===== config.mk =====
export PLATFORM = sky130hd
export DESIGN_NAME = gyro_gravity_vector_rotate_unit
export DESIGN_NICKNAME = d
export VERILOG_FILES = /design/src/ggvr_pkg.sv /design/src/ggvr_mul.sv /design/src/ggvr_div.sv /design/src/ggvr_sqrt.sv /design/src/ggvr_cordic.sv /design/src/gyro_gravity_vector_rotate_unit.sv
export SDC_FILE = /design/constraint.sdc
export NUM_CORES = 2
export LEC_CHECK = 0
export BUFFER_PORTS_ARGS = -buffer_cell sky130_fd_sc_hd__clkbuf_2
export CAP_MARGIN = 20
export CORE_AREA = 2 2 524 526
export DETAILED_ROUTE_END_ITERATION = 7
export DIE_AREA = 0 0 526 528
export SYNTH_ARGS = -nofsm -noshare
export SYNTH_HDL_FRONTEND = slang
export SYNTH_HIERARCHICAL = 1
export SYNTH_SLANG_ARGS = --single-unit

===== constraint.sdc =====
create_clock -name i_clk -period 8 [get_ports i_clk]
set_input_delay 2.4 -clock i_clk [delete_from_list [all_inputs] [get_ports i_clk]]
set_output_delay 2.4 -clock i_clk [all_outputs]
set_load 0.1 [all_outputs]

===== src/ggvr_pkg.sv =====
// shared constants, widths and tables for the gravity vector rotate unit
package ggvr_pkg;

    // fixed point formats
    localparam int VEC_FRAC     = 14;                 // fraction bits of the stored vector
    localparam int Q_FRAC       = 30;                 // internal fraction bits
    localparam int CORDIC_STEPS = 16;                 // cordic iterations

    // request opcodes
    localparam logic OP_ROTATE = 1'b0;
    localparam logic OP_LOAD   = 1'b1;

    // datapath widths
    localparam int FIELD_W  = 16;
    localparam int MUL_W    = 40;
    localparam int PROD_W   = 2 * MUL_W;
    localparam int MUL_CW   = $clog2(MUL_W);
    localparam int DIV_NW   = 64;
    localparam int DIV_DW   = 48;
    localparam int DIV_CW   = $clog2(DIV_NW);
    localparam int SQ_W     = 64;
    localparam int ROOT_W   = SQ_W / 2;
    localparam int SQ_CW    = $clog2(ROOT_W);
    localparam int ANG_W    = 32;
    localparam int CS_W     = 34;
    localparam int CA_W     = 33;
    localparam int CORDIC_CW = $clog2(CORDIC_STEPS);
    localparam int MAG_W    = 24;

    // apb register map
    localparam int APB_AW = 2;
    localparam int APB_DW = 32;
    localparam logic [APB_AW-1:0] ADDR_STEP_TIME = '0;
    localparam logic [FIELD_W-1:0] STEP_TIME_RST = 16'd10000;

    // angle scaling: deg/s * 2^12 * us * 2^20 / 360e6 gives a binary angle
    localparam logic [DIV_NW-1:0] ANGLE_DEN  = 64'd360000000;
    localparam logic [DIV_NW-1:0] ANGLE_HALF = 64'd180000000;
    localparam int ANGLE_SH = 20;
    localparam int AXIS_SH  = 38;

    localparam logic signed [CS_W-1:0] CORDIC_GAIN = 34'sd652032874;
    localparam logic signed [MUL_W-1:0] ONE_Q = 40'sd1 <<< Q_FRAC;

    // rounding back to the vector format when the norm is zero
    localparam int NN_SH = Q_FRAC - VEC_FRAC;
    localparam logic signed [MUL_W-1:0] NN_HALF =
        (NN_SH > 0) ? (40'sd1 <<< ((NN_SH > 0) ? NN_SH - 1 : 0)) : 40'sd0;

    localparam logic signed [FIELD_W-1:0] UP_ONE =
        (VEC_FRAC >= 15) ? 16'sd32767 : FIELD_W'(32'sd1 <<< VEC_FRAC);

    // atan(2^-i) in turns * 2^32
    localparam logic [29:0] ATAN_TURNS [32] = '{
        30'd536870912, 30'd316933406, 30'd167458907, 30'd85004756, 30'd42667331,
        30'd21354465, 30'd10680862, 30'd5340245, 30'd2670163, 30'd1335087,
        30'd667544, 30'd333772, 30'd166886, 30'd83443, 30'd41722, 30'd20861,
        30'd10430, 30'd5215, 30'd2608, 30'd1304, 30'd652, 30'd326, 30'd163,
        30'd81, 30'd41, 30'd20, 30'd10, 30'd5, 30'd3, 30'd1, 30'd1, 30'd0
    };

endpackage


===== src/ggvr_mul.sv =====
// bit-serial signed multiplier, one multiplier bit per cycle
module ggvr_mul (
    input  logic                                   i_clk,
    input  logic                                   i_rst_n,
    input  logic                                   i_start,
    input  logic signed [ggvr_pkg::MUL_W-1:0]      i_a,
    input  logic signed [ggvr_pkg::MUL_W-1:0]      i_b,
    output logic                                   o_done,
    output logic signed [ggvr_pkg::PROD_W-1:0]     o_prod
);
    localparam int W = ggvr_pkg::MUL_W;

    logic             r_busy;
    logic             r_done;
    logic             r_neg;
    logic [ggvr_pkg::MUL_CW-1:0] r_cnt;
    logic [W-1:0]     r_mcand;
    logic [2*W-1:0]   r_p;
    logic [W:0]       n_sum;
    logic [W-1:0]     a_mag;
    logic [W-1:0]     b_mag;

    assign a_mag = i_a[W-1] ? W'(-i_a) : W'(i_a);
    assign b_mag = i_b[W-1] ? W'(-i_b) : W'(i_b);
    assign n_sum = {1'b0, r_p[2*W-1:W]} + (r_p[0] ? {1'b0, r_mcand} : '0);

    always_ff @(posedge i_clk) begin
        if (!i_rst_n) begin
            r_busy <= 1'b0;
            r_done <= 1'b0;
        end else begin
            r_done <= 1'b0;
            if (i_start) begin
                r_busy  <= 1'b1;
                r_cnt   <= '0;
                r_mcand <= a_mag;
                r_p     <= {{W{1'b0}}, b_mag};
                r_neg   <= i_a[W-1] ^ i_b[W-1];
            end else if (r_busy) begin
                r_p <= {n_sum, r_p[W-1:1]};
                if (r_cnt == ggvr_pkg::MUL_CW'(W - 1)) begin
                    r_busy <= 1'b0;
                    r_done <= 1'b1;
                end
                r_cnt <= r_cnt + 1'b1;
            end
        end
    end

    assign o_done = r_done;
    assign o_prod = r_neg ? -$signed(r_p) : $signed(r_p);
endmodule


===== src/ggvr_div.sv =====
// restoring unsigned divider, one quotient bit per cycle
module ggvr_div (
    input  logic                            i_clk,
    input  logic                            i_rst_n,
    input  logic                            i_start,
    input  logic [ggvr_pkg::DIV_NW-1:0]     i_num,
    input  logic [ggvr_pkg::DIV_DW-1:0]     i_den,
    output logic                            o_done,
    output logic [ggvr_pkg::DIV_NW-1:0]     o_quo
);
    localparam int NW = ggvr_pkg::DIV_NW;
    localparam int DW = ggvr_pkg::DIV_DW;

    logic             r_busy;
    logic             r_done;
    logic [ggvr_pkg::DIV_CW-1:0] r_cnt;
    logic [DW-1:0]    r_den;
    logic [DW:0]      r_rem;
    logic [NW-1:0]    r_q;
    logic [DW:0]      n_trial;
    logic             n_fit;

    assign n_trial = {r_rem[DW-1:0], r_q[NW-1]};
    assign n_fit   = n_trial >= {1'b0, r_den};

    always_ff @(posedge i_clk) begin
        if (!i_rst_n) begin
            r_busy <= 1'b0;
            r_done <= 1'b0;
        end else begin
            r_done <= 1'b0;
            if (i_start) begin
                r_busy <= 1'b1;
                r_cnt  <= '0;
                r_den  <= i_den;
                r_rem  <= '0;
                r_q    <= i_num;
            end else if (r_busy) begin
                r_rem <= n_fit ? n_trial - {1'b0, r_den} : n_trial;
                r_q   <= {r_q[NW-2:0], n_fit};
                if (r_cnt == ggvr_pkg::DIV_CW'(NW - 1)) begin
                    r_busy <= 1'b0;
                    r_done <= 1'b1;
                end
                r_cnt <= r_cnt + 1'b1;
            end
        end
    end

    assign o_done = r_done;
    assign o_quo  = r_q;
endmodule


===== src/ggvr_sqrt.sv =====
// digit-by-digit floor square root, one root bit per cycle
module ggvr_sqrt (
    input  logic                            i_clk,
    input  logic                            i_rst_n,
    input  logic                            i_start,
    input  logic [ggvr_pkg::SQ_W-1:0]       i_val,
    output logic                            o_done,
    output logic [ggvr_pkg::ROOT_W-1:0]     o_root
);
    localparam int SW = ggvr_pkg::SQ_W;
    localparam int RW = ggvr_pkg::ROOT_W;

    logic             r_busy;
    logic             r_done;
    logic [ggvr_pkg::SQ_CW-1:0] r_cnt;
    logic [SW-1:0]    r_val;
    logic [RW+1:0]    r_rem;
    logic [RW-1:0]    r_root;
    logic [RW+1:0]    n_t;
    logic [RW+1:0]    n_trial;
    logic             n_fit;

    assign n_t     = {r_rem[RW-1:0], r_val[SW-1:SW-2]};
    assign n_trial = {r_root, 2'b01};
    assign n_fit   = n_t >= n_trial;

    always_ff @(posedge i_clk) begin
        if (!i_rst_n) begin
            r_busy <= 1'b0;
            r_done <= 1'b0;
        end else begin
            r_done <= 1'b0;
            if (i_start) begin
                r_busy <= 1'b1;
                r_cnt  <= '0;
                r_val  <= i_val;
                r_rem  <= '0;
                r_root <= '0;
            end else if (r_busy) begin
                r_val  <= {r_val[SW-3:0], 2'b00};
                r_rem  <= n_fit ? n_t - n_trial : n_t;
                r_root <= {r_root[RW-2:0], n_fit};
                if (r_cnt == ggvr_pkg::SQ_CW'(RW - 1)) begin
                    r_busy <= 1'b0;
                    r_done <= 1'b1;
                end
                r_cnt <= r_cnt + 1'b1;
            end
        end
    end

    assign o_done = r_done;
    assign o_root = r_root;
endmodule


===== src/ggvr_cordic.sv =====
// rotation-mode cordic, one micro-rotation per cycle
module ggvr_cordic (
    input  logic                                  i_clk,
    input  logic                                  i_rst_n,
    input  logic                                  i_start,
    input  logic [ggvr_pkg::ANG_W-1:0]            i_ang,
    output logic                                  o_done,
    output logic signed [ggvr_pkg::CS_W-1:0]      o_cos,
    output logic signed [ggvr_pkg::CS_W-1:0]      o_sin
);
    localparam int AW = ggvr_pkg::CA_W;
    localparam logic signed [AW-1:0] QUARTER = 33'sd1 <<< 30;
    localparam logic signed [AW-1:0] HALF    = 33'sd1 <<< 31;

    logic                          r_busy;
    logic                          r_done;
    logic                          r_neg;
    logic [ggvr_pkg::CORDIC_CW-1:0] r_cnt;
    logic signed [ggvr_pkg::CS_W-1:0] r_x;
    logic signed [ggvr_pkg::CS_W-1:0] r_y;
    logic signed [AW-1:0]          r_a;
    logic signed [AW-1:0]          a_in;
    logic signed [ggvr_pkg::CS_W-1:0] n_xs;
    logic signed [ggvr_pkg::CS_W-1:0] n_ys;
    logic signed [AW-1:0]          n_at;

    assign a_in = AW'($signed(i_ang));
    assign n_xs = r_x >>> r_cnt;
    assign n_ys = r_y >>> r_cnt;
    assign n_at = AW'(ggvr_pkg::ATAN_TURNS[5'(r_cnt)]);

    always_ff @(posedge i_clk) begin
        if (!i_rst_n) begin
            r_busy <= 1'b0;
            r_done <= 1'b0;
        end else begin
            r_done <= 1'b0;
            if (i_start) begin
                r_busy <= 1'b1;
                r_cnt  <= '0;
                r_x    <= ggvr_pkg::CORDIC_GAIN;
                r_y    <= '0;
                // fold into +-quarter turn, a half turn negates both outputs
                priority if (a_in > QUARTER) begin
                    r_a   <= a_in - HALF;
                    r_neg <= 1'b1;
                end else if (a_in < -QUARTER) begin
                    r_a   <= a_in + HALF;
                    r_neg <= 1'b1;
                end else begin
                    r_a   <= a_in;
                    r_neg <= 1'b0;
                end
            end else if (r_busy) begin
                if (!r_a[AW-1]) begin
                    r_x <= r_x - n_ys;
                    r_y <= r_y + n_xs;
                    r_a <= r_a - n_at;
                end else begin
                    r_x <= r_x + n_ys;
                    r_y <= r_y - n_xs;
                    r_a <= r_a + n_at;
                end
                if (r_cnt == ggvr_pkg::CORDIC_CW'(ggvr_pkg::CORDIC_STEPS - 1)) begin
                    r_busy <= 1'b0;
                    r_done <= 1'b1;
                end
                r_cnt <= r_cnt + 1'b1;
            end
        end
    end

    assign o_done = r_done;
    assign o_cos  = r_neg ? -r_x : r_x;
    assign o_sin  = r_neg ? -r_y : r_y;
endmodule


===== src/gyro_gravity_vector_rotate_unit.sv =====
// top level: ground-up vector tracker, rotates the vector by gyro samples
//
//  port group      dir  handshake               payload
//  apb config      in   psel/penable/pwrite     paddr, pwdata -> step_time_us, prdata back
//  request in      in   i_in_valid/o_in_ready   i_opcode, i_rate_*, i_load_*
//  result out      out  o_out_valid/i_out_ready o_up_x/y/z, o_skipped
//
//  one request at a time. a load goes straight to the done state, an all-zero rate stops
//  after the three squares, and a rotate runs, one after another, 28 products on the
//  bit-serial multiplier, 7 quotients on the restoring divider, two square roots and a
//  cordic (a zero norm skips the last 3 quotients); the done state then fills the output
//  register.
//  a waiting result holds the next one in the done state; reset: vector up, dt 10000.
module gyro_gravity_vector_rotate_unit (
    input  logic                                  i_clk,
    input  logic                                  i_rst_n,
    // config port
    input  logic                                  psel,
    input  logic                                  penable,
    input  logic                                  pwrite,
    input  logic [ggvr_pkg::APB_AW-1:0]           paddr,
    input  logic [ggvr_pkg::APB_DW-1:0]           pwdata,
    output logic [ggvr_pkg::APB_DW-1:0]           prdata,
    output logic                                  pready,
    // request channel
    input  logic                                  i_in_valid,
    output logic                                  o_in_ready,
    input  logic                                  i_opcode,
    input  logic signed [ggvr_pkg::FIELD_W-1:0]   i_rate_x,
    input  logic signed [ggvr_pkg::FIELD_W-1:0]   i_rate_y,
    input  logic signed [ggvr_pkg::FIELD_W-1:0]   i_rate_z,
    input  logic signed [ggvr_pkg::FIELD_W-1:0]   i_load_x,
    input  logic signed [ggvr_pkg::FIELD_W-1:0]   i_load_y,
    input  logic signed [ggvr_pkg::FIELD_W-1:0]   i_load_z,
    // result channel
    output logic                                  o_out_valid,
    input  logic                                  i_out_ready,
    output logic signed [ggvr_pkg::FIELD_W-1:0]   o_up_x,
    output logic signed [ggvr_pkg::FIELD_W-1:0]   o_up_y,
    output logic signed [ggvr_pkg::FIELD_W-1:0]   o_up_z,
    output logic                                  o_skipped
);
    localparam int FW = ggvr_pkg::FIELD_W;
    localparam int MW = ggvr_pkg::MUL_W;

    // sequencer steps, in order of a rotate
    typedef enum logic [3:0] {
        ST_IDLE,     // waiting for a request
        ST_SQ,       // sum of squared rates
        ST_ROOT_W,   // rate magnitude
        ST_MDT,      // magnitude times step time
        ST_ANG,      // binary angle
        ST_CORDIC,   // sin and cos
        ST_AXIS,     // unit axis, one component per quotient
        ST_KV,       // dot and cross products of axis and vector
        ST_ROT,      // rodrigues sum per component
        ST_NORM,     // squared norm
        ST_ROOT_N,   // norm
        ST_OUT,      // normalize each component
        ST_DONE      // hand the result to the output register
    } t_state;

    t_state                  r_state;
    logic                    r_issue;      // start pulse for the unit of this step
    logic [3:0]              r_idx;
    logic [1:0]              r_ph;
    logic [FW-1:0]           r_step_time;
    logic signed [FW-1:0]    r_up [3];
    logic signed [FW-1:0]    r_w [3];
    logic [31:0]             r_sum;
    logic [ggvr_pkg::MAG_W-1:0] r_mag;
    logic [ggvr_pkg::ANG_W-1:0] r_ang;
    logic signed [ggvr_pkg::CS_W-1:0] r_c;
    logic signed [ggvr_pkg::CS_W-1:0] r_s;
    logic signed [31:0]      r_k [3];
    logic signed [MW-1:0]    r_dot;
    logic signed [MW-1:0]    r_cr [3];
    logic signed [MW-1:0]    r_t;
    logic signed [MW-1:0]    r_r [3];
    logic [63:0]             r_nsum;
    logic [ggvr_pkg::ROOT_W-1:0] r_n;
    logic                    r_skip;
    logic                    r_out_valid;
    logic signed [FW-1:0]    r_out [3];
    logic                    r_out_skip;

    // unit hookups
    logic                           mul_start, mul_done;
    logic signed [MW-1:0]           mul_a, mul_b;
    logic signed [ggvr_pkg::PROD_W-1:0] mul_prod;
    logic signed [MW-1:0]           p30;
    logic                           div_start, div_done;
    logic [ggvr_pkg::DIV_NW-1:0]    div_num, div_quo;
    logic [ggvr_pkg::DIV_DW-1:0]    div_den;
    logic                           sq_start, sq_done;
    logic [ggvr_pkg::SQ_W-1:0]      sq_val;
    logic [ggvr_pkg::ROOT_W-1:0]    sq_root;
    logic                           cor_start, cor_done;
    logic signed [ggvr_pkg::CS_W-1:0] cor_cos, cor_sin;

    logic [1:0]              ix;
    logic [1:0]              ka, vb;
    logic signed [MW-1:0]    v_sel;
    logic signed [MW-1:0]    omc;
    logic [FW-1:0]           w_abs;
    logic [MW-1:0]           r_abs;
    logic                    in_take;
    logic                    out_free;
    logic [31:0]             sum_next;
    logic                    n_issue;

    // axis and vector index for the nine axis-vector products
    function automatic logic [1:0] kv_ka(input logic [3:0] j);
        unique case (j)
            4'd0, 4'd6, 4'd7: kv_ka = 2'd0;
            4'd1, 4'd3, 4'd8: kv_ka = 2'd1;
            default:          kv_ka = 2'd2;
        endcase
    endfunction

    function automatic logic [1:0] kv_vb(input logic [3:0] j);
        unique case (j)
            4'd0, 4'd5, 4'd8: kv_vb = 2'd0;
            4'd1, 4'd4, 4'd7: kv_vb = 2'd1;
            default:          kv_vb = 2'd2;
        endcase
    endfunction

    function automatic logic signed [FW-1:0] sat_q(input logic neg,
                                                   input logic [ggvr_pkg::DIV_NW-1:0] q);
        if (!neg) begin
            sat_q = (q > 64'd32767) ? 16'sd32767 : $signed(q[FW-1:0]);
        end else begin
            sat_q = (q > 64'd32768) ? -16'sd32768 : $signed(FW'(-q[FW-1:0]));
        end
    endfunction

    function automatic logic signed [FW-1:0] sat_s(input logic signed [MW-1:0] x);
        priority if (x > 40'sd32767) begin
            sat_s = 16'sd32767;
        end else if (x < -40'sd32768) begin
            sat_s = -16'sd32768;
        end else begin
            sat_s = x[FW-1:0];
        end
    endfunction

    function automatic logic signed [MW-1:0] vec_q(input logic signed [FW-1:0] u);
        vec_q = MW'(u) <<< ggvr_pkg::NN_SH;
    endfunction

    assign ix       = r_idx[1:0];
    assign ka       = kv_ka(r_idx);
    assign vb       = kv_vb(r_idx);
    assign p30      = MW'(mul_prod >>> ggvr_pkg::Q_FRAC);
    assign omc      = ggvr_pkg::ONE_Q - MW'(r_c);
    assign w_abs    = r_w[ix][FW-1] ? FW'(-r_w[ix]) : FW'(r_w[ix]);
    assign r_abs    = r_r[ix][MW-1] ? MW'(-r_r[ix]) : MW'(r_r[ix]);
    assign v_sel    = vec_q(r_up[vb]);
    assign in_take  = i_in_valid && o_in_ready;
    assign out_free = !r_out_valid || i_out_ready;
    assign sum_next = r_sum + mul_prod[31:0];

    // operand selection for the shared units
    always_comb begin
        mul_a   = '0;
        mul_b   = '0;
        div_num = '0;
        div_den = '0;
        sq_val  = '0;
        unique case (r_state)
            ST_SQ: begin
                mul_a = MW'(r_w[ix]);
                mul_b = MW'(r_w[ix]);
            end
            ST_MDT: begin
                mul_a = $signed(MW'(r_mag));
                mul_b = $signed(MW'(r_step_time));
            end
            ST_KV: begin
                mul_a = MW'(r_k[ka]);
                mul_b = v_sel;
            end
            ST_ROT: begin
                unique case (r_ph)
                    2'd0: begin
                        mul_a = vec_q(r_up[ix]);
                        mul_b = MW'(r_c);
                    end
                    2'd1: begin
                        mul_a = r_cr[ix];
                        mul_b = MW'(r_s);
                    end
                    2'd2: begin
                        mul_a = MW'(r_k[ix]);
                        mul_b = r_dot;
                    end
                    default: begin
                        mul_a = r_t;
                        mul_b = omc;
                    end
                endcase
            end
            ST_NORM: begin
                mul_a = r_r[ix] >>> 10;
                mul_b = r_r[ix] >>> 10;
            end
            ST_ANG: begin
                // magnitude times step time is unsigned and may use the top bit
                div_num = (ggvr_pkg::DIV_NW'($unsigned(r_t)) << ggvr_pkg::ANGLE_SH)
                        + ggvr_pkg::ANGLE_HALF;
                div_den = ggvr_pkg::DIV_DW'(ggvr_pkg::ANGLE_DEN);
            end
            ST_AXIS: begin
                div_num = ggvr_pkg::DIV_NW'(w_abs) << ggvr_pkg::AXIS_SH;
                div_den = ggvr_pkg::DIV_DW'(r_mag);
            end
            ST_OUT: begin
                // round half away: (|r| * 2^F + den/2) / den with den = n * 2^10
                div_num = (ggvr_pkg::DIV_NW'(r_abs) << ggvr_pkg::VEC_FRAC)
                        + (ggvr_pkg::DIV_NW'(r_n) << 9);
                div_den = ggvr_pkg::DIV_DW'(r_n) << 10;
            end
            ST_ROOT_W: sq_val = ggvr_pkg::SQ_W'(r_sum) << 16;
            ST_ROOT_N: sq_val = r_nsum;
            default: ;
        endcase
    end

    // start the next unit whenever a step hands over to one
    always_comb begin
        unique case (r_state)
            ST_IDLE:   n_issue = in_take && (i_opcode == ggvr_pkg::OP_ROTATE);
            ST_SQ:     n_issue = mul_done && !(r_idx == 4'd2 && sum_next == '0);
            ST_ROOT_W: n_issue = sq_done;
            ST_ROOT_N: n_issue = sq_done && (sq_root != '0);
            ST_MDT, ST_KV, ST_ROT, ST_NORM: n_issue = mul_done;
            ST_ANG, ST_AXIS: n_issue = div_done;
            ST_CORDIC: n_issue = cor_done;
            ST_OUT:    n_issue = div_done && (r_idx != 4'd2);
            default:   n_issue = 1'b0;
        endcase
    end

    assign mul_start = r_issue && (r_state == ST_SQ || r_state == ST_MDT ||
                                   r_state == ST_KV || r_state == ST_ROT ||
                                   r_state == ST_NORM);
    assign div_start = r_issue && (r_state == ST_ANG || r_state == ST_AXIS ||
                                   r_state == ST_OUT);
    assign sq_start  = r_issue && (r_state == ST_ROOT_W || r_state == ST_ROOT_N);
    assign cor_start = r_issue && (r_state == ST_CORDIC);

    ggvr_mul u_mul (
        .i_clk   (i_clk),
        .i_rst_n (i_rst_n),
        .i_start (mul_start),
        .i_a     (mul_a),
        .i_b     (mul_b),
        .o_done  (mul_done),
        .o_prod  (mul_prod)
    );

    ggvr_div u_div (
        .i_clk   (i_clk),
        .i_rst_n (i_rst_n),
        .i_start (div_start),
        .i_num   (div_num),
        .i_den   (div_den),
        .o_done  (div_done),
        .o_quo   (div_quo)
    );

    ggvr_sqrt u_sqrt (
        .i_clk   (i_clk),
        .i_rst_n (i_rst_n),
        .i_start (sq_start),
        .i_val   (sq_val),
        .o_done  (sq_done),
        .o_root  (sq_root)
    );

    ggvr_cordic u_cordic (
        .i_clk   (i_clk),
        .i_rst_n (i_rst_n),
        .i_start (cor_start),
        .i_ang   (r_ang),
        .o_done  (cor_done),
        .o_cos   (cor_cos),
        .o_sin   (cor_sin)
    );

    // sequencer, vector state, config register and output register
    always_ff @(posedge i_clk) begin
        if (!i_rst_n) begin
            r_state     <= ST_IDLE;
            r_issue     <= 1'b0;
            r_out_valid <= 1'b0;
            r_step_time <= ggvr_pkg::STEP_TIME_RST;
            r_up[0]     <= '0;
            r_up[1]     <= '0;
            r_up[2]     <= ggvr_pkg::UP_ONE;
        end else begin
            r_issue <= n_issue;

            if (psel && penable && pwrite && paddr == ggvr_pkg::ADDR_STEP_TIME) begin
                r_step_time <= pwdata[FW-1:0];
            end

            // the done state refills the output register itself
            if (r_out_valid && i_out_ready && r_state != ST_DONE) begin
                r_out_valid <= 1'b0;
            end

            unique case (r_state)
                ST_IDLE: begin
                    if (in_take) begin
                        r_idx  <= '0;
                        r_skip <= 1'b0;
                        if (i_opcode == ggvr_pkg::OP_LOAD) begin
                            // load stores the vector as given
                            r_up[0] <= i_load_x;
                            r_up[1] <= i_load_y;
                            r_up[2] <= i_load_z;
                            r_state <= ST_DONE;
                        end else begin
                            r_w[0]  <= i_rate_x;
                            r_w[1]  <= i_rate_y;
                            r_w[2]  <= i_rate_z;
                            r_sum   <= '0;
                            r_state <= ST_SQ;
                        end
                    end
                end
                ST_SQ: begin
                    if (mul_done) begin
                        r_sum <= sum_next;
                        if (r_idx == 4'd2) begin
                            if (sum_next == '0) begin
                                // zero rate keeps the vector
                                r_skip  <= 1'b1;
                                r_state <= ST_DONE;
                            end else begin
                                r_state <= ST_ROOT_W;
                            end
                        end else begin
                            r_idx <= r_idx + 1'b1;
                        end
                    end
                end
                ST_ROOT_W: begin
                    if (sq_done) begin
                        r_mag   <= sq_root[ggvr_pkg::MAG_W-1:0];
                        r_state <= ST_MDT;
                    end
                end
                ST_MDT: begin
                    if (mul_done) begin
                        r_t     <= mul_prod[MW-1:0];
                        r_state <= ST_ANG;
                    end
                end
                ST_ANG: begin
                    if (div_done) begin
                        // whole turns drop out
                        r_ang   <= div_quo[ggvr_pkg::ANG_W-1:0];
                        r_state <= ST_CORDIC;
                    end
                end
                ST_CORDIC: begin
                    if (cor_done) begin
                        r_c     <= cor_cos;
                        r_s     <= cor_sin;
                        r_idx   <= '0;
                        r_state <= ST_AXIS;
                    end
                end
                ST_AXIS: begin
                    if (div_done) begin
                        // axis is -w/|w|, truncated toward zero
                        r_k[ix] <= r_w[ix][FW-1] ? $signed(div_quo[31:0])
                                                 : -$signed(div_quo[31:0]);
                        if (r_idx == 4'd2) begin
                            r_idx   <= '0;
                            r_dot   <= '0;
                            r_cr[0] <= '0;
                            r_cr[1] <= '0;
                            r_cr[2] <= '0;
                            r_state <= ST_KV;
                        end else begin
                            r_idx <= r_idx + 1'b1;
                        end
                    end
                end
                ST_KV: begin
                    if (mul_done) begin
                        unique case (r_idx)
                            4'd0, 4'd1, 4'd2: r_dot <= r_dot + p30;
                            4'd3:    r_cr[0] <= r_cr[0] + p30;
                            4'd4:    r_cr[0] <= r_cr[0] - p30;
                            4'd5:    r_cr[1] <= r_cr[1] + p30;
                            4'd6:    r_cr[1] <= r_cr[1] - p30;
                            4'd7:    r_cr[2] <= r_cr[2] + p30;
                            default: r_cr[2] <= r_cr[2] - p30;
                        endcase
                        if (r_idx == 4'd8) begin
                            r_idx   <= '0;
                            r_ph    <= '0;
                            r_state <= ST_ROT;
                        end else begin
                            r_idx <= r_idx + 1'b1;
                        end
                    end
                end
                ST_ROT: begin
                    if (mul_done) begin
                        // v*c + (k x v)*s + k*(k.v)*(1-c)
                        unique case (r_ph)
                            2'd0:    r_r[ix] <= p30;
                            2'd1:    r_r[ix] <= r_r[ix] + p30;
                            2'd2:    r_t     <= p30;
                            default: r_r[ix] <= r_r[ix] + p30;
                        endcase
                        r_ph <= r_ph + 1'b1;
                        if (r_ph == 2'd3) begin
                            if (r_idx == 4'd2) begin
                                r_idx   <= '0;
                                r_nsum  <= '0;
                                r_state <= ST_NORM;
                            end else begin
                                r_idx <= r_idx + 1'b1;
                            end
                        end
                    end
                end
                ST_NORM: begin
                    if (mul_done) begin
                        r_nsum <= r_nsum + mul_prod[63:0];
                        if (r_idx == 4'd2) begin
                            r_state <= ST_ROOT_N;
                        end else begin
                            r_idx <= r_idx + 1'b1;
                        end
                    end
                end
                ST_ROOT_N: begin
                    if (sq_done) begin
                        r_n   <= sq_root;
                        r_idx <= '0;
                        if (sq_root == '0) begin
                            // degenerate norm: round back without normalizing
                            r_up[0] <= sat_s((r_r[0] + ggvr_pkg::NN_HALF) >>> ggvr_pkg::NN_SH);
                            r_up[1] <= sat_s((r_r[1] + ggvr_pkg::NN_HALF) >>> ggvr_pkg::NN_SH);
                            r_up[2] <= sat_s((r_r[2] + ggvr_pkg::NN_HALF) >>> ggvr_pkg::NN_SH);
                            r_state <= ST_DONE;
                        end else begin
                            r_state <= ST_OUT;
                        end
                    end
                end
                ST_OUT: begin
                    if (div_done) begin
                        r_up[ix] <= sat_q(r_r[ix][MW-1], div_quo);
                        if (r_idx == 4'd2) begin
                            r_state <= ST_DONE;
                        end else begin
                            r_idx <= r_idx + 1'b1;
                        end
                    end
                end
                ST_DONE: begin
                    if (out_free) begin
                        r_out_valid <= 1'b1;
                        r_out[0]    <= r_up[0];
                        r_out[1]    <= r_up[1];
                        r_out[2]    <= r_up[2];
                        r_out_skip  <= r_skip;
                        r_state     <= ST_IDLE;
                    end
                end
                default: r_state <= ST_IDLE;
            endcase
        end
    end

    assign o_in_ready  = (r_state == ST_IDLE);
    assign o_out_valid = r_out_valid;
    assign o_up_x      = r_out[0];
    assign o_up_y      = r_out[1];
    assign o_up_z      = r_out[2];
    assign o_skipped   = r_out_skip;

    assign pready = 1'b1;
    assign prdata = (paddr == ggvr_pkg::ADDR_STEP_TIME) ?
                    ggvr_pkg::APB_DW'(r_step_time) : '0;
endmodule

==> qor.txt <==
Vias per cell: 6.268
Max Cap Violations: 0
CTS root buf: clkbuf_16
Critical path launch point: u_mul/r_p[41]$_SDFFCE_PP0P_
Critical path class: reg -> reg
Place WS: 0.2657 ns
Fmax: 130.8 MHz
Largest delay share family, worst path: simple AND/OR/NAND/NOR gates
Worst stage delay on the critical path: 0.67 ns
Synth Instances: 11.35k
Placeable Area: 272400 µm²
Pwr/cell area: 232.9 nW/µm²
Slew Limit Fails: 0
Slowest cell on the critical path: or4b_2
Count of final setup violators: 0
# DRC: 0
TritonCTS Buffers: 179
WP depth: 29
Final cell area excluding filler cells: 120400 µm²
Arrival time worst endpoint: 8.22 ns
Total grt overflow: 0
RSZ-0062 raised after global routing: false
DRT iter0 DRCs: 12.69k
FF-to-FF Start: u_mul/r_p[41]$_SDFFCE_PP0P_
Worst slew pin tran: 1.427 ns
CTS tree: built
Crit path max fanout: 4
Area of the mapped netlist: 108400 µm²
Area grow syn2layout: 11.06%
Fillers: 26.13k
# port buffers: 188
Pin count of the biggest net entering global routing: 120
Critical Path RT: 8.57 ns
Period utilization: 95.54%
Remaining antenna violation count after routing: 0
Status: complete, no violations
Via count: 95.37k
Setup slack, reg-to-reg: 0.36 ns
WL per Instance: 29.41 µm
Hpwl dp: 340900 µm
Startpoint Class: flop
Placed instance area: 114300 µm²
# rows: 192
DIE WIDTH: 526 µm
Final Critical Period: 7.643 ns
Worst-Skew Late Latency: 0.91 ns
Relative slew slack: 4.891%
Post-Syn Area per Cell: 9.549 µm²
GPL Wtd Cong: 1.043
Setup slack after layout: 0.3569 ns
First drt pass iteration count: 7
Ports: 222
Global-route wire length before repair: 628200 µm
Clk_skew: 0.07529 ns
Die ar.: 277700 µm²
Leak: 44.65 nW
Overall routing resource usage: 30.83%
Placed insts: 14.85k
CTS Buffer Depth: 4
Crit path capture type: flop
Multi-input gate area: 62110 µm²
Die height: 528 µm
CP Buf/Inv Count: 4
Worst Reg-to-Reg Cells: 29
Routed WL: 447500 µm
Final count of hold timing violations: 0
Reg clk slew, reported paths: 0.06 ns
Worst r2r dst: r_cr[1][37]$_SDFFCE_PN0P_
Ys Warns: 6
Hold-fix buffers at CTS: 0
Initial Util: 39.78%
Clock Sinks: 1440
Reg area: 42930 µm²
Layout Nets: 12.22k
Finished Layout Cells: 15.22k
Hold Crit Class: reg -> reg
Initial antenna violation count: 60
Max VDD drop: 0.0001781 V
Vias in the first global route: 88.57k
Worst setup path end: r_cr[1][37]$_SDFFCE_PN0P_
H-Tree Depth: 4
Share of cells above drive strength 1: 11.43%
==> what timing repair did <==
action	in CTS	in global routing
setup buffers	0	1
resized for setup	0	9
endpoints found under the setup margin	0	5
==> per-stage QoR <==
| step | utilization (%) | setup TNS, ns | power, W | hold slack, ns |
|---|---|---|---|---|
| floorplan | - | 0 | 0.01551 | 0.4003 |
| global placement | 41.93 | -0.07479 | 0.01929 | 0.4107 |
| detailed placement | 41.95 | 0 | 0.01935 | 0.4178 |
| CTS | 44.12 | 0 | 0.02777 | 0.4313 |
| global route | 44.16 | 0 | 0.02887 | 0.4309 |
| finish | 44.18 | 0 | 0.02804 | 0.4300 |
==> flip-flops by register name (all words and copies together) (netlist names), 48 cells and up, named ones only <==
register      count
r_r             160
r_cr            120
r_k              96
u_mul/r_p        80
r_nsum           64
r_up             64
u_div/o_quo      64
u_sqrt/r_val     64
r_out            48
r_w              48
u_div/r_den      48
u_div/r_rem      48
==> cell usage in the layout (no fill, tap or decap), drive strengths merged, types with 76 or more instances in the layout <==
cell / instances
o21a: 99
o21bai: 95
a22oi: 99
o21ai: 709
mux4: 119
a21o: 256
nand4: 94
xor2: 369
clkinv: 79
nor2: 1064
nor2b: 106
or3: 98
a21oi: 948
and3: 160
inv: 397
clkbuf: 406
mux2i: 216
o31ai: 130
mux2: 204
nand2: 1028
xnor2: 621
nor3: 199
edfxtp: 1408
buf: 307
nor4: 76
nand3: 254
a211oi: 77
a31oi: 97
ha: 617
nand2b: 113
o211ai: 87
and2: 152
==> worst reg2reg max path, delay by kind of cell (launching register included) <==
family,cells,cell delay [ns]
compound gates,8,1.28
xor+xnor,3,0.40
fa+ha+maj,1,0.29
buf+inv,4,0.62
flops,1,0.48
simple gates,13,4.25
==> how the worst min path moves through the flow <==
stage          cells past startpoint             endpoint  slack [ns]        startpoint
2_1_floorplan                      0  o_skipped$_DFFE_PP_        0.40  r_skip$_DFFE_PP_
3_3_place_gp                       0  o_skipped$_DFFE_PP_        0.41  r_skip$_DFFE_PP_
3_5_place_dp                       0  o_skipped$_DFFE_PP_        0.42  r_skip$_DFFE_PP_
4_1_cts                            0  o_skipped$_DFFE_PP_        0.43  r_skip$_DFFE_PP_
5_1_grt                            0  o_skipped$_DFFE_PP_        0.43  r_skip$_DFFE_PP_
6_report                           0  o_skipped$_DFFE_PP_        0.43  r_skip$_DFFE_PP_
==> final cells by class <==
cell class | instances | area share (%)
Inverter | 394 | 1.232
Tap cell | 3589 | 3.731
Multi-Input combinational cell | 8937 | 51.61
Sequential cell | 1440 | 35.67
Clock inverter | 112 | 0.9398
Antenna cell | 30 | 0.06238
Clock buffer | 217 | 3.963
Timing Repair Buffer | 496 | 2.794
==> report_power, final <==
group	internal [W]	switching, W	leakage [nW]	total [W]
registers	0.00869	0.000330	13.0	0.00902
logic	0.00343	0.00716	28.8	0.0106
clock network	0.00480	0.00363	2.86	0.00843
total	0.0169	0.0111	44.7	0.0280
==> per-layer routing <==
| layer | global-route usage, % | share of wire [%] | vias up |
|---|---|---|---|
| met3 | 7.557 | 10 | 957 |
| met2 | 47.05 | 44 | 4919 |
| met5 | 0 | 0.041 | - |
| met1 | 39.69 | 40 | 46900 |
| met4 | 17.84 | 6.5 | 26 |
| li1 | - | - | 42570 |
No activity file was read; power rests on OpenSTA's default activity.
